### src/hw/rtl/ilid_pkg.sv
`default_nettype none
package ilid_pkg;

    localparam int CAPACITY = 64;
    localparam int IDX_W    = $clog2(CAPACITY);
    localparam int CNT_W    = 7;
    localparam int POS_W    = 7;
    localparam int VAL_W    = 32;
    localparam int FUNC_W   = 3;
    localparam int STAT_W   = 2;

    localparam logic [FUNC_W-1:0] FN_READ       = 3'd0;
    localparam logic [FUNC_W-1:0] FN_INS_HEAD   = 3'd1;
    localparam logic [FUNC_W-1:0] FN_INS_TAIL   = 3'd2;
    localparam logic [FUNC_W-1:0] FN_INS_AT     = 3'd3;
    localparam logic [FUNC_W-1:0] FN_DEL_AT     = 3'd4;

    localparam logic [STAT_W-1:0] ST_DONE  = 2'd0;
    localparam logic [STAT_W-1:0] ST_RANGE = 2'd1;
    localparam logic [STAT_W-1:0] ST_FULL  = 2'd2;

    // broadcast to every cell of the row
    typedef struct packed {
        logic              shift_up;
        logic              shift_down;
        logic [IDX_W-1:0]  at;
        logic [VAL_W-1:0]  value;
    } cell_ctrl_t;

    // per-command outcome from the controller
    typedef struct packed {
        logic              is_read;
        logic              read_ok;
        logic [STAT_W-1:0] status;
        logic [CNT_W-1:0]  count;
    } cmd_res_t;

endpackage
`default_nettype wire

### src/hw/rtl/ilid_cell.sv
`default_nettype none
module ilid_cell (
    input  wire logic                            clk,
    input  wire logic [ilid_pkg::IDX_W-1:0]      idx,
    input  wire ilid_pkg::cell_ctrl_t            ctrl,
    input  wire logic [ilid_pkg::VAL_W-1:0]      lower,
    input  wire logic [ilid_pkg::VAL_W-1:0]      upper,
    input  wire logic [ilid_pkg::IDX_W-1:0]      rd_idx,
    output logic [ilid_pkg::VAL_W-1:0]           entry,
    output logic [ilid_pkg::VAL_W-1:0]           rd_data
);

    logic [ilid_pkg::VAL_W-1:0] entry_reg;
    logic [ilid_pkg::VAL_W-1:0] entry_next;

    always_comb
    begin
        entry_next = entry_reg;
        if (ctrl.shift_up)
        begin
            if (idx == ctrl.at)
                entry_next = ctrl.value;
            else if (idx > ctrl.at)
                entry_next = lower;
        end
        else if (ctrl.shift_down)
        begin
            if (idx >= ctrl.at)
                entry_next = upper;
        end
    end

    always_ff @(posedge clk)
    begin
        entry_reg <= entry_next;
    end

    assign entry   = entry_reg;
    assign rd_data = (idx == rd_idx) ? entry_reg : '0;

endmodule
`default_nettype wire

### config.mk
export PLATFORM = sky130hd
export DESIGN_NAME = ilid_cell
export DESIGN_NICKNAME = d
export VERILOG_FILES = /design/src/hw/rtl/ilid_pkg.sv /design/src/hw/rtl/ilid_cell.sv
export SDC_FILE = /design/constraint.sdc
export NUM_CORES = 1
export LEC_CHECK = 0
export BUFFER_PORTS_ARGS = -buffer_cell sky130_fd_sc_hd__buf_4
export CELL_PAD_IN_SITES_DETAIL_PLACEMENT = 0
export CELL_PAD_IN_SITES_GLOBAL_PLACEMENT = 1
export CORE_MARGIN = 3
export CORE_UTILIZATION = 26
export DETAILED_ROUTE_END_ITERATION = 8
export PLACE_DENSITY = 0.79
export SETUP_SLACK_MARGIN = 0.02
export SYNTH_ARGS = -nofsm -noshare
export SYNTH_HDL_FRONTEND = slang
export SYNTH_SLANG_ARGS = --single-unit
### constraint.sdc
create_clock -name clk -period 4.15 [get_ports clk]
set_input_delay 0.415 -clock clk [delete_from_list [all_inputs] [get_ports clk]]
set_output_delay 0.415 -clock clk [all_outputs]
set_load 0.01 [all_outputs]
# After elaboration in Yosys (flattened, before gate mapping)
# Index checks and enable logic that the tools add are counted.
# op_classes
n_addsub,0
mul,0
div_mod_pow,0
magnitude_cmp,2
eq_ne,3
n_shift,0
n_mux,6
bitwise,0
reduce_logical,3
# op_table
cell,n
32-bit two-way mux,6
6-bit == test,2
6-bit >= comparator,1
6-bit > comparator,1
2-bit nonzero test,2
3-bit by 1-bit != test with 1-bit output (second input constant),1
3-bit AND reduction,1
# totals
ff_bits,32
latch_bits,0
ram_bits,0
romBits,0
input_bits,117
output_inout_bits,64
wordCells,15
mem_count,0

# Logic depth before layout (Yosys ltp)
# logic_depth
word_depth,4
ltp_mapped,7

# Worst setup path after synthesis
# Ideal clock, no wire load.
# synth_timing
path_kind,input port to flip-flop
startpoint,in ctrl[37] (netlist name)
endpoint,reg entry_reg (netlist bit entry[0]) (enable)
setup_ns,0.441
arrival_ns,3.045
t_required_ns,3.709
slack_ns,0.664
path_stages,7
path_cell_list,inv_1 > ha_1 > and4_1 > buf_4 > buf_6 > o21ai_1 > a31oi_1
# synth_via
elab_chain_len,3
elab_cells_between_ends,6
classes_between,order compare (2); eq/ne (2); reduce/logical (2)
# synth_lines
element,line_no,rtl
start: declaration,ilid_cell.sv:5,"input wire ilid_pkg::cell_ctrl_t ctrl,"
6-bit > comparator (tied with other cells),ilid_cell.sv:23,else if (idx > ctrl.at)
3-bit by 1-bit != test with 1-bit output (no line) or 2-bit nonzero test (tied branches),-,
3-bit AND reduction (no line) *,-,
end signal: assignment,ilid_cell.sv:35,entry_reg <= entry_next;
end: declaration,ilid_cell.sv:13,logic [ilid_pkg::VAL_W-1:0] entry_reg;
# Every way passes the cells marked *; elsewhere a longest branch is shown, timed or not.
# A chain may end at the register's enable or synchronous reset.

# Final worst setup path
# layout_timing
startpoint,in idx[5] (netlist name)
endpoint,reg entry_reg (netlist bit entry[8]) (enable)
# layout_via
elab_chain_len,3
elab_cells_between_ends,6
classes_between,order compare (2); eq/ne (2); reduce/logical (2)
# layout_lines
element,line_no,rtl
start: declaration,ilid_cell.sv:4,"input wire logic [ilid_pkg::IDX_W-1:0] idx,"
6-bit > comparator (tied with other cells),ilid_cell.sv:23,
3-bit by 1-bit != test with 1-bit output (no line) or 2-bit nonzero test (tied branches),-,
3-bit AND reduction (no line) *,-,
# Marks and branches as above.

==> metrics.txt <==
status=completed; Netlist cell types=21; Leak=1.70 nW; Core Area=about 0.0084 mm2; CP Capture Type=flop; max_slew headroom=between 20% and 30%; initial DRC count=130; CP arrival=2550 ps; slowest cell delay on critical path=680 ps; final wirelength=8670 um; clock slew at reported path FFs=60 ps; Clock Path Buffers=2; largest family of logic cells by synthesized area=simple AND/OR/NAND/NOR gates; # rows=33; gr usage total=16.4%; WP data required=4130 ps; Syn Inst Count=around 290; GRT Residual Overflow=0; Setup crit start kind=input port; I/O Pins=181; Post-CTS Hold Fix Bufs=0; Worst Hold Class=in2reg; number of setup buffers added after CTS=0; power density over the cells=between 200 and 300 mW/mm2; vias in the first global route=2620; CP Max Fanout=33; Die Width=100 um; Worst Max-Slew Pin Slew=1140 ps; Final #Nets=572; sequential fraction of the synthesis area=41.8%; final instance area=0.00377 mm2; Post-Synth Simple-Gate Area=22.8%; Mean Syn Cell Area=roughly 8 um2; Remaining DRCs=0; Final setup viols=0; CP max stage cell=a31oi_4; final hold vios=0; fin crit share=62.0%; cell mode on critical path=buf_4; largest net degree at the start of global routing=66; setup tns final=0 ps; Max Cap Viol=0; RSZ-0062 raised after global routing=false; wire per inst=15.6 um; first drt pass iteration count=4; total CTS buffers=5; yosys warns=0; Peak VDD IR=0.0994 mV; CTS resizes=0; area grow syn2layout=64.1%; HPWL after detailed placement=6650 um; die area=0.0100 mm2; DR vias=2694; mux share of post-synthesis cell area=0%; Largest register FFs=32; FMAX=389 MHz; height of the die=approximately 100 um; Compound-Gate Fraction of Synth Area=17.0%; CP Cell Sequence=buf_4 -> ha_1 -> and4_1 -> buf_4 -> o21ai_1 -> a31oi_4 -> buf_4; Starting Density=between 20% and 30%; clock sink count=32; vias per cell=4.86; Root Driver=clkbuf_8; Mapped Area=0.00230 mm2; first-pass GRT wire length=13200 um; Net Count, Synth=409; share of cells above drive strength 1=~43%; Antenna Nets Post-Route=0; most common cell after layout, fill and taps aside=buf_4; initial antenna violation count=0; CTS tree=done; Setup Crit Path Kind=in2reg; commonest cells after routing, fill and taps aside=buf_4, inv_1, nand4_1, nor2_1; placed inst area=0.00369 mm2; H-tree lvl count=2; Final min period=2570 ps; Synth Area in XOR/XNOR=2.29%; post-synthesis adder-cell area fraction=roughly 3.3%; antenna cells=0; FF+latch count, synth=32; PortBufs=180; Slew Limit Fails=0; gpl congestion=0.839
[stage by stage]
step | worst slack [ps] | std cells | power, mW | hold slack (ps) | util, %
finish | 1580 | 554 | 1.02 | 486 | 45.0
floorplan | 664 | 286 | 0.608 | 664 | -
global route | 1400 | 554 | 1.09 | 488 | 45.0
global placement | 1300 | 547 | 0.811 | 769 | 44.1
detailed placement | 1220 | 547 | 0.817 | 772 | 44.1
CTS | 1520 | 554 | 1.04 | 480 | 45.0
[cell type report]
cell class	instances	area, um2
Multi-Input combinational cell	185	1060
Inverter	38	143
Fill cell	874	4610
Tap cell	105	131
Clock buffer	6	72.6
Sequential cell	32	961
Clock inverter	1	5.00
Timing Repair Buffer	187	1400
[Yosys cell counts]
| cell | number | area (um2) |
|---|---|---|
| o21ai_1 | 1 | 5.00 |
| o22a_1 | 1 | 8.76 |
| buf_4 | 1 | 7.51 |
| a21oi_1 | 2 | 10.0 |
| buf_2 | 8 | 40.0 |
| nor2b_1 | 1 | 6.26 |
| nor2_1 | 33 | 124 |
| and4_1 | 1 | 8.76 |
| edfxtp_1 | 32 | 961 |
| buf_1 | 4 | 15.0 |
| clkbuf_2 | 1 | 5.00 |
| ha_1 | 6 | 75.1 |
| clkbuf_1 | 14 | 52.6 |
| inv_1 | 38 | 143 |
| nand4_1 | 34 | 213 |
| a31oi_1 | 33 | 206 |
| nand2_1 | 3 | 11.3 |
| o21ai_0 | 32 | 160 |
| nor3_1 | 32 | 160 |
| buf_6 | 3 | 33.8 |
| xnor2_1 | 6 | 52.6 |
[logic make-up (layout without fill, tap and decap cells)]
kind of cell,count (synthesis),after routing
AND/OR/NAND/NOR,104,104
flip-flops,32,32
AO/OA/AOI/OAI,69,69
XOR/XNOR,6,6
buffers and inverters,69,232
adder cells (fa/ha/maj),6,6
[per-layer routing]
| metal | part of all wire (%) | GRT usage [%] | up-vias |
|---|---|---|---|
| li1 | - | - | 1358 |
| met1 | 41 | 20.9 | 1229 |
| met2 | 51 | 28.3 | 94 |
| met3 | 6.1 | 2.92 | 13 |
| met4 | 2.1 | 5.18 | 0 |
| met5 | 0 | 0 | - |
[path summary, 6_finish.rpt]
| kind | endpoint | slack [ps] | from | cells after the start |
|---|---|---|---|---|
| max | entry[8]$_DFFE_PP_ | 1580 | idx[5] | 7 |
| min | entry[21]$_DFFE_PP_ | 490 | upper[21] | 3 |
[worst max-delay path: cells and delay by family]
family / cells / cell delay, ps
simple gates: 1 / 190
fa+ha+maj: 1 / 320
compound gates: 2 / 850
buf+inv: 3 / 760
[power by group]
| part | internal, mW | switching (mW) | leakage (nW) |
|---|---|---|---|
| logic | 0.175 | 0.180 | 1.35 |
| clock network | 0.114 | 0.104 | 0.0410 |
| registers | 0.420 | 0.0288 | 0.308 |
(Power assumes the default switching activity.)
