$ cat config.mk
export PLATFORM = sky130hd
export DESIGN_NAME = ilid_ctrl
export DESIGN_NICKNAME = d
export VERILOG_FILES = /design/src/hw/rtl/ilid_pkg.sv /design/src/hw/rtl/ilid_ctrl.sv
export SDC_FILE = /design/constraint.sdc
export NUM_CORES = 1
export LEC_CHECK = 0
export BUFFER_PORTS_ARGS = -buffer_cell sky130_fd_sc_hd__buf_2
export CAP_MARGIN = 10
export CORE_ASPECT_RATIO = 1.2
export CORE_MARGIN = 5
export CORE_UTILIZATION = 30
export CTS_CLUSTER_SIZE = 24
export DETAILED_ROUTE_END_ITERATION = 10
export GPL_TIMING_DRIVEN = 0
export MAX_ROUTING_LAYER = met4
export PLACE_DENSITY = 0.62
export SLEW_MARGIN = 20
export SYNTH_ARGS = -nofsm -noshare
export SYNTH_HDL_FRONTEND = slang
export SYNTH_SLANG_ARGS = --single-unit
$ cat constraint.sdc
create_clock -name clk -period 2.6 [get_ports clk]
set_input_delay 0.26 -clock clk [delete_from_list [all_inputs] [get_ports clk]]
set_output_delay 0.26 -clock clk [all_outputs]
set_load 0.03 [all_outputs]
$ cat src/hw/rtl/ilid_pkg.sv
`default_nettype none
package ilid_pkg;

    localparam int CAPACITY = 64;
    localparam int IDX_W    = $clog2(CAPACITY);
    localparam int CNT_W    = 7;
    localparam int POS_W    = 7;
    localparam int VAL_W    = 32;
    localparam int FUNC_W   = 3;
    localparam int STAT_W   = 2;

    localparam logic [FUNC_W-1:0] FN_READ       = 3'd0;
    localparam logic [FUNC_W-1:0] FN_INS_HEAD   = 3'd1;
    localparam logic [FUNC_W-1:0] FN_INS_TAIL   = 3'd2;
    localparam logic [FUNC_W-1:0] FN_INS_AT     = 3'd3;
    localparam logic [FUNC_W-1:0] FN_DEL_AT     = 3'd4;

    localparam logic [STAT_W-1:0] ST_DONE  = 2'd0;
    localparam logic [STAT_W-1:0] ST_RANGE = 2'd1;
    localparam logic [STAT_W-1:0] ST_FULL  = 2'd2;

    // broadcast to every cell of the row
    typedef struct packed {
        logic              shift_up;
        logic              shift_down;
        logic [IDX_W-1:0]  at;
        logic [VAL_W-1:0]  value;
    } cell_ctrl_t;

    // per-command outcome from the controller
    typedef struct packed {
        logic              is_read;
        logic              read_ok;
        logic [STAT_W-1:0] status;
        logic [CNT_W-1:0]  count;
    } cmd_res_t;

endpackage
`default_nettype wire

$ cat src/hw/rtl/ilid_ctrl.sv
`default_nettype none
module ilid_ctrl (
    input  wire logic                            clk,
    input  wire logic                            rst_n,
    input  wire logic                            fire,
    input  wire logic [ilid_pkg::FUNC_W-1:0]     func,
    input  wire logic [ilid_pkg::POS_W-1:0]      position,
    input  wire logic [ilid_pkg::VAL_W-1:0]      value,
    output ilid_pkg::cell_ctrl_t                 ctrl,
    output ilid_pkg::cmd_res_t                   res
);

    logic [ilid_pkg::CNT_W-1:0] length_reg;
    logic [ilid_pkg::CNT_W-1:0] length_next;
    logic                       full;
    logic                       ins;
    logic                       del;
    logic [ilid_pkg::CNT_W-1:0] ins_at;

    assign full = (length_reg >= ilid_pkg::CNT_W'(ilid_pkg::CAPACITY));

    always_comb
    begin
        ins         = 1'b0;
        del         = 1'b0;
        ins_at      = '0;
        res.is_read = 1'b0;
        res.read_ok = 1'b0;
        res.status  = ilid_pkg::ST_DONE;
        unique case (func)
            ilid_pkg::FN_READ:
            begin
                res.is_read = 1'b1;
                if (position < length_reg)
                    res.read_ok = 1'b1;
                else
                    res.status = ilid_pkg::ST_RANGE;
            end
            ilid_pkg::FN_INS_HEAD:
            begin
                if (full)
                    res.status = ilid_pkg::ST_FULL;
                else
                    ins = 1'b1;
            end
            ilid_pkg::FN_INS_TAIL:
            begin
                ins_at = length_reg;
                if (full)
                    res.status = ilid_pkg::ST_FULL;
                else
                    ins = 1'b1;
            end
            ilid_pkg::FN_INS_AT:
            begin
                ins_at = position;
                // range test goes before the full test
                if (position > length_reg)
                    res.status = ilid_pkg::ST_RANGE;
                else if (full)
                    res.status = ilid_pkg::ST_FULL;
                else
                    ins = 1'b1;
            end
            ilid_pkg::FN_DEL_AT:
            begin
                if (position >= length_reg)
                    res.status = ilid_pkg::ST_RANGE;
                else
                    del = 1'b1;
            end
            default:
            begin
                res.status = ilid_pkg::ST_RANGE;
            end
        endcase

        length_next = length_reg;
        if (ins)
            length_next = length_reg + ilid_pkg::CNT_W'(1);
        else if (del)
            length_next = length_reg - ilid_pkg::CNT_W'(1);
        res.count = length_next;

        ctrl.shift_up   = fire && ins;
        ctrl.shift_down = fire && del;
        ctrl.at         = del ? position[ilid_pkg::IDX_W-1:0] : ins_at[ilid_pkg::IDX_W-1:0];
        ctrl.value      = value;
    end

    always_ff @(posedge clk or negedge rst_n)
    begin
        if (!rst_n)
            length_reg <= '0;
        else if (fire)
            length_reg <= length_next;
    end

endmodule
`default_nettype wire

# After elaboration in Yosys (flattened, before gate mapping)
# Cells that the tools add are included.
totals:
  regBits: 7
  latch_bits: 0
  ramBits: 0
  rom_bits: 0
  inputBits: 45
  out_inout_bits: 51
  word_cells: 31
  n_memories: 0
classes:
  add_sub_neg: 2
  n_mul: 0
  div: 0
  magnitude_cmp: 4
  eq_ne: 4
  shifts: 0
  n_mux: 16
  bitwise: 0
  reduce_logical: 4
op_table:
  columns: ["op", "count"]
  rows:
  - ["$mux W7", 2]
  - ["$pmux W6 S2", 1]
  - ["$pmux W2 S4", 1]
  - ["$add A7 B1 Y7 const B", 1]
  - ["$ge A7 B7 Y1", 1]
  - ["$ge A7 B7 Y1 const B", 1]
  - ["$gt A7 B7 Y1", 1]
  - ["$lt A7 B7 Y1", 1]
  - ["$mux W1", 7]
  - ["$sub A7 B1 Y7 const B", 1]
  - ["$eq A3 B2 Y1 const B", 2]
  - ["$mux W2", 3]
  - ["$mux W6", 1]
  - ["$eq A3 B1 Y1 const B", 1]
  - ["$eq A3 B3 Y1 const B", 1]
  - ["$logic_not A3 Y1", 1]
  - ["$logic_and A1 B1 Y1", 2]
  - ["$pmux W1 S2", 1]
  - ["$reduce_or A2 Y1", 1]

# Logic depth before layout (Yosys ltp)
# Gate-level depths: netlist of the first run.
logic_depth:
  depth_word: 5
  mapped_depth: 10
  mapped_depth_nobuf: 8

# Worst setup path before layout of the first run
# No wires, ideal clock.
synth_timing:
  path_type: "register to output"
  from: "reg length_reg[2] (netlist name)"
  to: "out res[6] (netlist name)"
  arrival_ps: 2609
  required_time_ps: 2340
  path_slack_ps: -269
  path_stages_with_launch: 8
  n_path_buf: 0
  path_cell_list: "dfrtp_1 > clkinv_1 > ha_1 > a21oi_1 > a21oi_1 > o21ai_2 > nand2_4 > o41ai_1"
synth_lines:
  columns: ["element", "line", "rtl"]
  rows:
  - ["start: declaration", "ilid_ctrl.sv:13", "logic [ilid_pkg::CNT_W-1:0] length_reg;"]
  - ["start signal: assignment", "ilid_ctrl.sv:96", "length_reg <= length_next;"]
  - ["end: declaration", "ilid_ctrl.sv:10", "output ilid_pkg::cmd_res_t res"]

==> results of run 1 <==
==> layout make-up <==
| class | count | area (sq um) |
|---|---|---|
| Multi-Input combinational cell | 100 | 978 |
| Buffer | 34 | 255 |
| Timing Repair Buffer | 82 | 536 |
| Fill cell | 382 | 1860 |
| Inverter | 10 | 46.3 |
| Sequential cell | 7 | 181 |
| Clock buffer | 4 | 45.0 |
| Tap cell | 54 | 67.6 |
==> synth_stat cells, types with 4 or more instances <==
library cell	number	area, sq um
sky130_fd_sc_hd__buf_4	32	240
sky130_fd_sc_hd__o21ai_0	4	20.0
sky130_fd_sc_hd__nand2_1	11	41.3
sky130_fd_sc_hd__dfrtp_1	7	175
sky130_fd_sc_hd__nor3_1	4	20.0
sky130_fd_sc_hd__ha_1	9	113
sky130_fd_sc_hd__nor2_1	8	30.0
sky130_fd_sc_hd__nand3_1	7	35.0
sky130_fd_sc_hd__a21oi_1	6	30.0
sky130_fd_sc_hd__a22o_1	6	52.6
sky130_fd_sc_hd__xnor2_1	11	96.3
sky130_fd_sc_hd__inv_1	7	26.3
==> critical path, cell delays in order (launching register included) <==
cell                        delay (ps)
sky130_fd_sc_hd__dfrtp_2           420
sky130_fd_sc_hd__ha_4              220
sky130_fd_sc_hd__nand2b_4          130
sky130_fd_sc_hd__a211o_1           320
sky130_fd_sc_hd__a211oi_4          340
sky130_fd_sc_hd__buf_6             180
sky130_fd_sc_hd__buf_6             100
sky130_fd_sc_hd__nand3_4            80
sky130_fd_sc_hd__o2bb2ai_4         160
sky130_fd_sc_hd__xnor2_1           130
sky130_fd_sc_hd__buf_4             180
==> power by group <==
group	switching [mW]	total (mW)	internal (mW)
Sequential	0.0507	0.217	0.166
Clock	0.0510	0.157	0.106
Combinational	0.783	1.36	0.580
==> logic make-up (layout without fill, tap and decap cells) <==
group,count (synthesis),in the layout
simple gates,45,45
compound gates,34,34
flops,7,7
fa+ha+maj,9,9
xor+xnor,11,11
mux,1,1
buf+inv,46,130
==> timing repair <==
item                                    CTS  global route
gates resized for setup                  26            47
hold buffers                              1             0
endpoints found under the hold margin     7             0
buffers inserted                         12             7
pin swaps                                 6            11
endpoints found under the setup margin   15            14
==> stage by stage <==
stage	setup WS, ps	utilization
finish	-172	0.531
global route	-253	0.531
CTS	-127	0.470
detailed placement	-280	0.412
global placement	-301	0.412
floorplan	-14.0	-
==> metal layers <==
| metal | part of all wire | vias to the layer above | track usage |
|---|---|---|---|
| li1 | - | 678 | - |
| met3 | 0.076 | 4 | 0.0112 |
| met4 | 0.0094 | 0 | 0.0477 |
| met1 | 0.39 | 624 | 0.174 |
| met2 | 0.53 | 75 | 0.255 |
| met5 | 0 | - | - |
==> worst min-delay path by stage <==
stage                      from                        end  cells after the start
after floorplan           rst_n  length_reg[0]$_DFFE_PN0P_                      0
after global placement    rst_n  length_reg[3]$_DFFE_PN0P_                      1
after detailed placement  rst_n  length_reg[3]$_DFFE_PN0P_                      1
after CTS                 rst_n  length_reg[5]$_DFFE_PN0P_                      2
after global routing      rst_n  length_reg[5]$_DFFE_PN0P_                      2
final                     rst_n  length_reg[5]$_DFFE_PN0P_                      2
==> implementation parameters, run 1 <==
Parameter                              Value

Placement
  Inst Count DP    269
  HPWL after DPL    2920 um
  Cell area reported after detailed placement    1640 sq um
  Weighted congestion reported at the end of routability-driven placement    0.859
  Port Buffer Count    62

Synth
  Dominant synthesized flop cell    sky130_fd_sc_hd__dfrtp_1
  Dominant combinational cell family by area after synthesis    buffers and inverters
  Post-synthesis sequential element count    7
  Synth unique cells    43
  Fraction of synthesized area in multiplexers    0.00810
  Synthesis Warnings    0
  Xor and xnor fraction of the mapped netlist area    0.0779
  Mean cell area of the mapped netlist    8.08 sq um
  Sequential element share of the synthesized area    0.142
  Fraction of the mapped netlist area in adder cells    0.0911
  Fraction of registers with async set or reset after synthesis    1.00
  Number of enable flip-flop cells after synthesis    0
  Synthesized-area fraction occupied by ao, oa, aoi and oai cells    0.225
  Synth Net Count    207
  Share of synthesized cell area in and, or, nand and nor gates    0.214
  Synth Instances    153
  Post-Synthesis Cell Area    1240 sq um

Global route
  Pin count of the biggest net entering global routing    9
  Initial antenna violation count    0
  Number of global-route vias before repair    1352
  Total gr overflow    0
  Global-route wire length before repair    6060 um
  Overall routing resource usage    0.146

Final layout
  Share of layout cells above drive strength 1    0.688
  Max reg flops    7
  Commonest cells after routing, fill and taps aside    sky130_fd_sc_hd__buf_4 (55), sky130_fd_sc_hd__buf_2 (48), sky130_fd_sc_hd__buf_6 (11)
  Diode count    0
  Final nets    292
  Post-route non-filler standard cell count    291
  Design Area, Final    2110 sq um
  Commonest non-fill, non-tap cell in the layout    sky130_fd_sc_hd__buf_4
  Signed area change from the synthesized netlist to the final layout    70.6%

Power and ir drop
  Post-layout total power    1.74 mW
  Maximum vdd ir drop    427 uV
  Power density cells    824 nW/um^2
  Static Leakage    1.00 nW

Clocking
  Clock tree from TritonCTS    yes
  Post-CTS clock slew at the launch and capture registers of the worst setup and hold paths    50 ps
  H-tree depth    1
  Num CTS Buffers    3
  Latest clock arrival within the worst-skew pair    230 ps
  Buffer cell driving the clock tree root    sky130_fd_sc_hd__clkbuf_8
  Sinks on the clock net    7
  Number of buffers on the longest clock path    2

Critical path
  Capturing instance or port of the critical path    res[3]
  RR Startpoint    length_reg[0]$_DFFE_PN0P_
  Data arrival time of the critical path    2510 ps
  Cell depth of the worst flop-to-flop path    10
  Kind of capture point of the worst setup path    output pin
  Kind of launch point of the worst setup path    flop
  WP data required    2340 ps
  Launching instance or port of the critical path    length_reg[0]$_DFFE_PN0P_
  Largest fanout on the critical path    5
  End of the worst register-to-register path    length_reg[3]$_DFFE_PN0P_
  Setup slack of the worst register-to-register path    200 ps
  Critical path type    reg -> out

Timing
  Maximum clock skew at final layout    8.99 ps
  Final hold slack    391 ps
  Setup TNS after final layout    -741 ps
  Max-slew headroom at the worst pin    0.481
  Count of final max-slew check failures    0
  Number of failing setup endpoints in the final timing report    13
  Setup repair after global routing missed its margin    true
  Period utilisation layout    1.07
  Transition time at the pin with the least slew margin    773 ps
  Minimum clock period after layout    2770 ps
  Worst-case setup margin in the final layout    -172 ps
  Highest Clock Rate    361 MHz
  Final number of hold-violating endpoints    0

Routing
  DRT Wirelength    4240 um
  Drt via density    4.75
  Overall via count from detail_route    1381
  Detailed-router iteration count before antenna repair    4
  DR DRC count    0
  Wire per inst    14.6 um
  Remaining number of nets flagged by the antenna check after routing    0
  Starting DRT DRC Count    51

Floorplan
  Initial Util    0.311
  Die footprint    5510 sq um
  Number of rows created at floorplan    25
  DIE HEIGHT    80.3 um
  Number of top-level design ports    96
  X dimension of the die    68.6 um
  Core region area    3970 sq um

Outcome
  Failing checks    setup timing
  Result of the run    finished with violations

Run
  Max cap viols    0

Hold path
  Hold WC Path Type    in -> async
Power figures use the tool's default switching activity.
==> run 2, diff against run 1 <==
- SKIP_LAST_GASP: unset -> 1
==> run 2 against run 1 <==
  * The flow still finishes with violations (setup timing)
  * Flip-flop and latch count unchanged
  * Sequential power hardly changed
  * Setup slack better by 2.7 ps
  * Via count is essentially flat
  * Final area decreased by 0.18%
  * Critical path type unchanged
  * Critical endpoint unchanged
==> implementation parameters, run 2 (synthesized netlist as in run 1, its figures left out) <==
Parameter                              Value

Timing
  Period utilisation layout    1.07 (about the same)
  Final hold slack    393 ps (+2.07 ps)
  Max-slew headroom at the worst pin    0.478 (-0.00331)
  Final number of hold-violating endpoints    0 (unchanged)
  Number of failing setup endpoints in the final timing report    13 (unchanged)
  Minimum clock period after layout    2770 ps (-2.67 ps)
  Maximum clock skew at final layout    8.05 ps (-0.940 ps)
  Setup repair after global routing missed its margin    true
  Worst-case setup margin in the final layout    -169 ps (+2.68 ps)
  Count of final max-slew check failures    0 (unchanged)
  Transition time at the pin with the least slew margin    778 ps (+4.92 ps)
  Highest Clock Rate    361 MHz (about the same)

Power and ir drop
  Post-layout total power    1.73 mW (-0.59%)
  Power density cells    820 nW/um^2 (-0.41%)
  Maximum vdd ir drop    426 uV (-0.12%)
  Static Leakage    0.998 nW (-0.14%)

Placement
  Cell area reported after detailed placement    1640 sq um (unchanged)
  Weighted congestion reported at the end of routability-driven placement    0.859 (unchanged)
  Port Buffer Count    62 (unchanged)
  Worst Setup Slack post-DPL    -280 ps (unchanged)
  HPWL after DPL    2920 um (unchanged)

Clocking
  Post-CTS clock slew at the launch and capture registers of the worst setup and hold paths    40 ps (about the same)
  H-tree depth    1 (unchanged)
  Number of buffers on the longest clock path    2 (unchanged)
  Clock tree from TritonCTS    yes
  Sinks on the clock net    7 (unchanged)
  Buffer cell driving the clock tree root    sky130_fd_sc_hd__clkbuf_8
  Num CTS Buffers    3 (unchanged)
  Latest clock arrival within the worst-skew pair    230 ps (about the same)

Hold path
  Hold WC Path Type    in -> async

Critical path
  Data arrival time of the critical path    2510 ps (about the same)
  Critical path type    reg -> out
  Largest fanout on the critical path    5 (unchanged)
  Kind of capture point of the worst setup path    output pin
  Dominant cell type by count on the critical path    sky130_fd_sc_hd__buf_6
  Kind of launch point of the worst setup path    flop
  Cells along the critical path    ha_4, nand2b_4, a211o_1, a211oi_4, buf_6, buf_6, nand3_4, o2bb2ai_4, xnor2_1, buf_4
  Crit-path slowest cell    sky130_fd_sc_hd__dfrtp_2
  Maximum single-stage delay on the critical path    420 ps (about the same)
  WP data required    2340 ps (about the same)

Floorplan
  Number of top-level design ports    96 (unchanged)
  Die footprint    5510 sq um (unchanged)
  Core region area    3970 sq um (unchanged)
  DIE HEIGHT    80.3 um (unchanged)
  X dimension of the die    68.6 um (unchanged)
  Initial Util    0.311 (unchanged)
  Number of rows created at floorplan    25 (unchanged)

Final layout
  Final nets    292 (unchanged)
  Design Area, Final    2110 sq um (-0.18%)
  Fill cell instance count of the final layout    381 (-0.26%)
  Commonest non-fill, non-tap cell in the layout    sky130_fd_sc_hd__buf_4
  Signed area change from the synthesized netlist to the final layout    70.3%
  Post-layout utilization of the core    0.530 (-0.000945)
  Share of layout cells above drive strength 1    0.688 (unchanged)
  Max reg flops    7 (unchanged)
  Diode count    0 (unchanged)
  Commonest cells after routing, fill and taps aside    sky130_fd_sc_hd__buf_4 (55), sky130_fd_sc_hd__buf_2 (48), sky130_fd_sc_hd__nand2_1 (10), sky130_fd_sc_hd__buf_6 (10), sky130_fd_sc_hd__xnor2_1 (8)

Routing
  Wire per inst    14.5 um (-0.52%)
  Overall via count from detail_route    1380 (-0.072%)
  DR DRC count    0 (unchanged)
  Starting DRT DRC Count    78 (+53%)
  DRT Wirelength    4220 um (-0.52%)
  Drt via density    4.74 (about the same)
  Detailed-router iteration count before antenna repair    4 (unchanged)
  Remaining number of nets flagged by the antenna check after routing    0 (unchanged)

Outcome
  Failing checks    setup timing
  Result of the run    finished with violations

Run
  Max cap viols    0 (unchanged)

Global route
  Overall routing resource usage    0.147 (+0.000290)
  Number of global-route vias before repair    1352 (unchanged)
  Total gr overflow    0 (unchanged)
  Met2 track demand over resource in global routing    0.256 (+0.000955)
  Met3 Resource Use GR    0.0112 (unchanged)
  Most used routing layer    met2
  Initial antenna violation count    0 (unchanged)
  Global-route wire length before repair    6070 um (+0.23%)
  Pin count of the biggest net entering global routing    9 (unchanged)
  Met1 track demand over resource    0.174 (unchanged)
==> run 2: cell count changes in the layout (fill, tap and decap cells not counted) <==
cell / change
sky130_fd_sc_hd__buf_6: -1
sky130_fd_sc_hd__clkbuf_4: +1
==> run 2: what timing repair did <==
item	in CTS	in global routing
resized for setup	25	47
endpoints found under the setup margin	15	14
hold buffers	1	0
pin swaps	6	11
cloned	0	0
buffers inserted	12	7
hold endpoints to repair	7	0
==> run 2: power breakdown <==
group / internal, mW / total, mW / switching, mW
clock network: 0.106 / 0.156 / 0.0501
logic: 0.574 / 1.35 / 0.780
registers: 0.166 / 0.217 / 0.0507
total: 0.847 / 1.73 / 0.880
==> run 2: cell type report <==
cell class	count	area [sq um]	share of cell area
Buffer	34	255	0.121
Clock buffer	4	45.0	0.0214
Inverter	10	46.3	0.0220
Multi-Input combinational cell	100	978	0.465
Sequential cell	7	181	0.0862
Tap cell	54	67.6	0.0321
Timing Repair Buffer	82	532	0.253
==> run 2: path summary, 6_finish.rpt <==
kind,startpoint,endpoint,cells after the start,slack (ps)
worst min-delay path,rst_n,length_reg[5]$_DFFE_PN0P_,2,390
max in group asynchronous,rst_n,length_reg[3]$_DFFE_PN0P_,2,2010
worst min register to register,length_reg[3]$_DFFE_PN0P_,length_reg[3]$_DFFE_PN0P_,2,610
min in group clk,fire,length_reg[0]$_DFFE_PN0P_,3,410
worst max register to register,length_reg[0]$_DFFE_PN0P_,length_reg[3]$_DFFE_PN0P_,10,200
worst max-delay path,length_reg[0]$_DFFE_PN0P_,res[3],10,-170
==> run 2: per-layer routing <==
layer / part of all wire / vias up
li1: - / 679
met1: 0.39 / 621
met2: 0.53 / 76
met3: 0.071 / 4
met4: 0.0095 / 0
met5: 0 / -
==> run 2: stage by stage <==
stage          setup TNS [ps]  instances
4_1_cts                  -355        284
3_5_place_dp            -1660        269
5_1_grt                 -2120        291
6_report                 -763        291
2_1_floorplan           -14.8        153
3_3_place_gp            -1470        269
==> run 2: worst max-delay path: cells and delay by family (launching register included) <==
kind,cells,cell delay [ps]
buf+inv,3,460
flops,1,420
fa+ha+maj,1,220
simple gates,2,210
compound gates,3,820
xor+xnor,1,130
==> run 3, diff against run 2 <==
- REMOVE_ABC_BUFFERS: unset -> 1
==> run 3 against run 2 <==
  * The flow still finishes with violations (setup timing)
  * Utilization decreased by 10 points
  * Non-clock buffer count fell by 59
  * Combinational power shrank 4%
  * Via count down 13%
  * Total power down 3.4%
  * Fmax is 1.8% higher
  * Critical path depth is 1 lower
  * Sequential power about the same
  * Routed wire length is 12% higher
  * Sequential share of layout area up 2.1 points
==> implementation parameters, run 3 (synthesized netlist as in run 1, its figures left out) <==
Parameter                              Value

Run
  Max cap viols    0 (unchanged)

Timing
  Count of final max-slew check failures    0 (unchanged)
  Highest Clock Rate    368 MHz (+1.8%)
  Max-slew headroom at the worst pin    0.610 (+0.133)
  Worst-case setup margin in the final layout    -119 ps (+49.8 ps)
  Transition time at the pin with the least slew margin    580 ps (-198 ps)
  Maximum clock skew at final layout    1.51 ps (-6.53 ps)
  Setup repair after global routing missed its margin    true
  Final hold slack    403 ps (+9.74 ps)
  Number of failing setup endpoints in the final timing report    6 (-7)
  Minimum clock period after layout    2720 ps (-49.8 ps)
  Final number of hold-violating endpoints    0 (unchanged)
  Period utilisation layout    1.05 (-0.0192)

Clocking
  H-tree depth    1 (unchanged)
  Latest clock arrival within the worst-skew pair    230 ps (about the same)
  Clock tree from TritonCTS    yes
  Number of buffers on the longest clock path    2 (unchanged)
  Sinks on the clock net    7 (unchanged)
  Post-CTS clock slew at the launch and capture registers of the worst setup and hold paths    40 ps (about the same)
  Buffer cell driving the clock tree root    sky130_fd_sc_hd__clkbuf_8
  Num CTS Buffers    3 (unchanged)

Critical path
  Dominant cell type by count on the critical path    sky130_fd_sc_hd__buf_4
  Setup slack of the worst register-to-register path    280 ps (+80 ps)
  Kind of capture point of the worst setup path    output pin
  Kind of cell adding the most delay to the critical path    compound AO/OA/AOI/OAI gates
  Cell depth of the worst flop-to-flop path    10 (unchanged)
  Data arrival time of the critical path    2460 ps (-50 ps)
  Kind of launch point of the worst setup path    flop
  Cells along the critical path    ha_4, nand2b_4, a211o_1, a211oi_4, buf_4, nand2_4, o32ai_2, xnor2_1, buf_4
  Crit-path slowest cell    sky130_fd_sc_hd__dfrtp_2
  Count of buffer and inverter cells on the critical path    2 (-1)
  RR Startpoint    length_reg[0]$_DFFE_PN0P_
  WP data required    2340 ps (about the same)
  End of the worst register-to-register path    length_reg[3]$_DFFE_PN0P_
  Maximum single-stage delay on the critical path    420 ps (about the same)
  Largest fanout on the critical path    5 (unchanged)
  Critical path type    reg -> out
  Launching instance or port of the critical path    length_reg[0]$_DFFE_PN0P_

Routing
  DR DRC count    0 (unchanged)
  Wire per inst    20.4 um (+41%)
  Drt via density    5.18 (+9.3%)
  Remaining number of nets flagged by the antenna check after routing    0 (unchanged)
  Detailed-router iteration count before antenna repair    4 (unchanged)
  DRT Wirelength    4730 um (+12%)
  Overall via count from detail_route    1202 (-13%)
  Starting DRT DRC Count    55 (-29%)

Placement
  Inst Count DP    202 (-25%)
  Cell area reported after detailed placement    1200 sq um (-27%)
  Port Buffer Count    31 (-50%)
  Weighted congestion reported at the end of routability-driven placement    0.778 (-9.5%)
  HPWL after DPL    3230 um (+11%)

Outcome
  Result of the run    finished with violations
  Failing checks    setup timing

Final layout
  Post-route non-filler standard cell count    232 (-20%)
  Area taken by flip-flops and latches    181 sq um (unchanged)
  Design Area, Final    1700 sq um (-19%)
  Multi-input gate area in the final layout    917 sq um (-6.3%)
  Commonest cells after routing, fill and taps aside    sky130_fd_sc_hd__buf_4 (26), sky130_fd_sc_hd__buf_2 (16), sky130_fd_sc_hd__buf_6 (13)
  Max reg flops    7 (unchanged)
  Fill cell instance count of the final layout    409 (+7.3%)
  Diode count    0 (unchanged)
  Commonest non-fill, non-tap cell in the layout    sky130_fd_sc_hd__buf_4
  Share of layout cells above drive strength 1    0.567 (-0.120)
  Signed area change from the synthesized netlist to the final layout    37.2%
  Final nets    233 (-20%)

Global route
  Pin count of the biggest net entering global routing    9 (unchanged)
  Total gr overflow    0 (unchanged)
  Initial antenna violation count    0 (unchanged)
  Overall routing resource usage    0.167 (+0.0204)
  Number of global-route vias before repair    1152 (-15%)
  Global-route wire length before repair    6350 um (+4.6%)

Floorplan
  Number of rows created at floorplan    25 (unchanged)
  Number of top-level design ports    96 (unchanged)
  X dimension of the die    68.6 um (unchanged)
  Initial Util    0.311 (unchanged)
  Die footprint    5510 sq um (unchanged)
  Core region area    3970 sq um (unchanged)
  DIE HEIGHT    80.3 um (unchanged)

Power and ir drop
  Maximum vdd ir drop    544 uV (+28%)
  Power density cells    983 nW/um^2 (+20%)
  Static Leakage    0.734 nW (-26%)

Hold path
  Hold WC Path Type    in -> async
run 3: report_power, final:
| group | total (mW) | internal (mW) | leakage [nW] | switching [mW] |
|---|---|---|---|---|
| Clock | 0.151 | 0.106 | 0.0228 | 0.0453 |
| Combinational | 1.30 | 0.585 | 0.634 | 0.715 |
| Sequential | 0.218 | 0.166 | 0.0773 | 0.0515 |
run 3: metrics by stage:
stage | setup TNS [ps] | total power, mW | setup slack [ps] | utilization
after detailed placement | -6760 | 1.06 | -609 | 0.301
after global routing | -998 | 1.77 | -193 | 0.427
after global placement | -6810 | 1.06 | -648 | 0.301
after floorplan | -1250 | 0.859 | -438 | -
final | -410 | 1.67 | -119 | 0.427
after CTS | -244 | 1.39 | -123 | 0.359
run 3: metal layers:
layer | track usage | up-vias | routed length (um)
met2 | 0.207 | 73 | 1940
met1 | 0.204 | 556 | 1930
met3 | 0.123 | 9 | 741
li1 | - | 564 | -
met4 | 0.0596 | 0 | 112
met5 | - | - | 0
run 3: worst max-delay path by stage:
stage | end | slack, ps | cells after the start
floorplan | res[5] | -440 | 7
global placement | res[5] | -650 | 9
detailed placement | res[5] | -610 | 9
CTS | res[4] | -120 | 9
global route | res[4] | -190 | 9
finish | res[4] | -120 | 9
run 3: timing repair:
item,4_1_cts,5_1_grt
setup buffers,14,12
endpoints found under the hold margin,7,0
hold buffers,1,0
gates resized for setup,22,52
pin swaps,9,10
setup endpoints to repair,22,15
run 3: cell type report:
| class | count | area share |
|---|---|---|
| tap | 54 | 0.0398 |
| timing repair buffer | 57 | 0.259 |
| sequential | 7 | 0.107 |
| inverter | 10 | 0.0273 |
| multi-input combinational | 100 | 0.541 |
| clock buffer | 4 | 0.0265 |
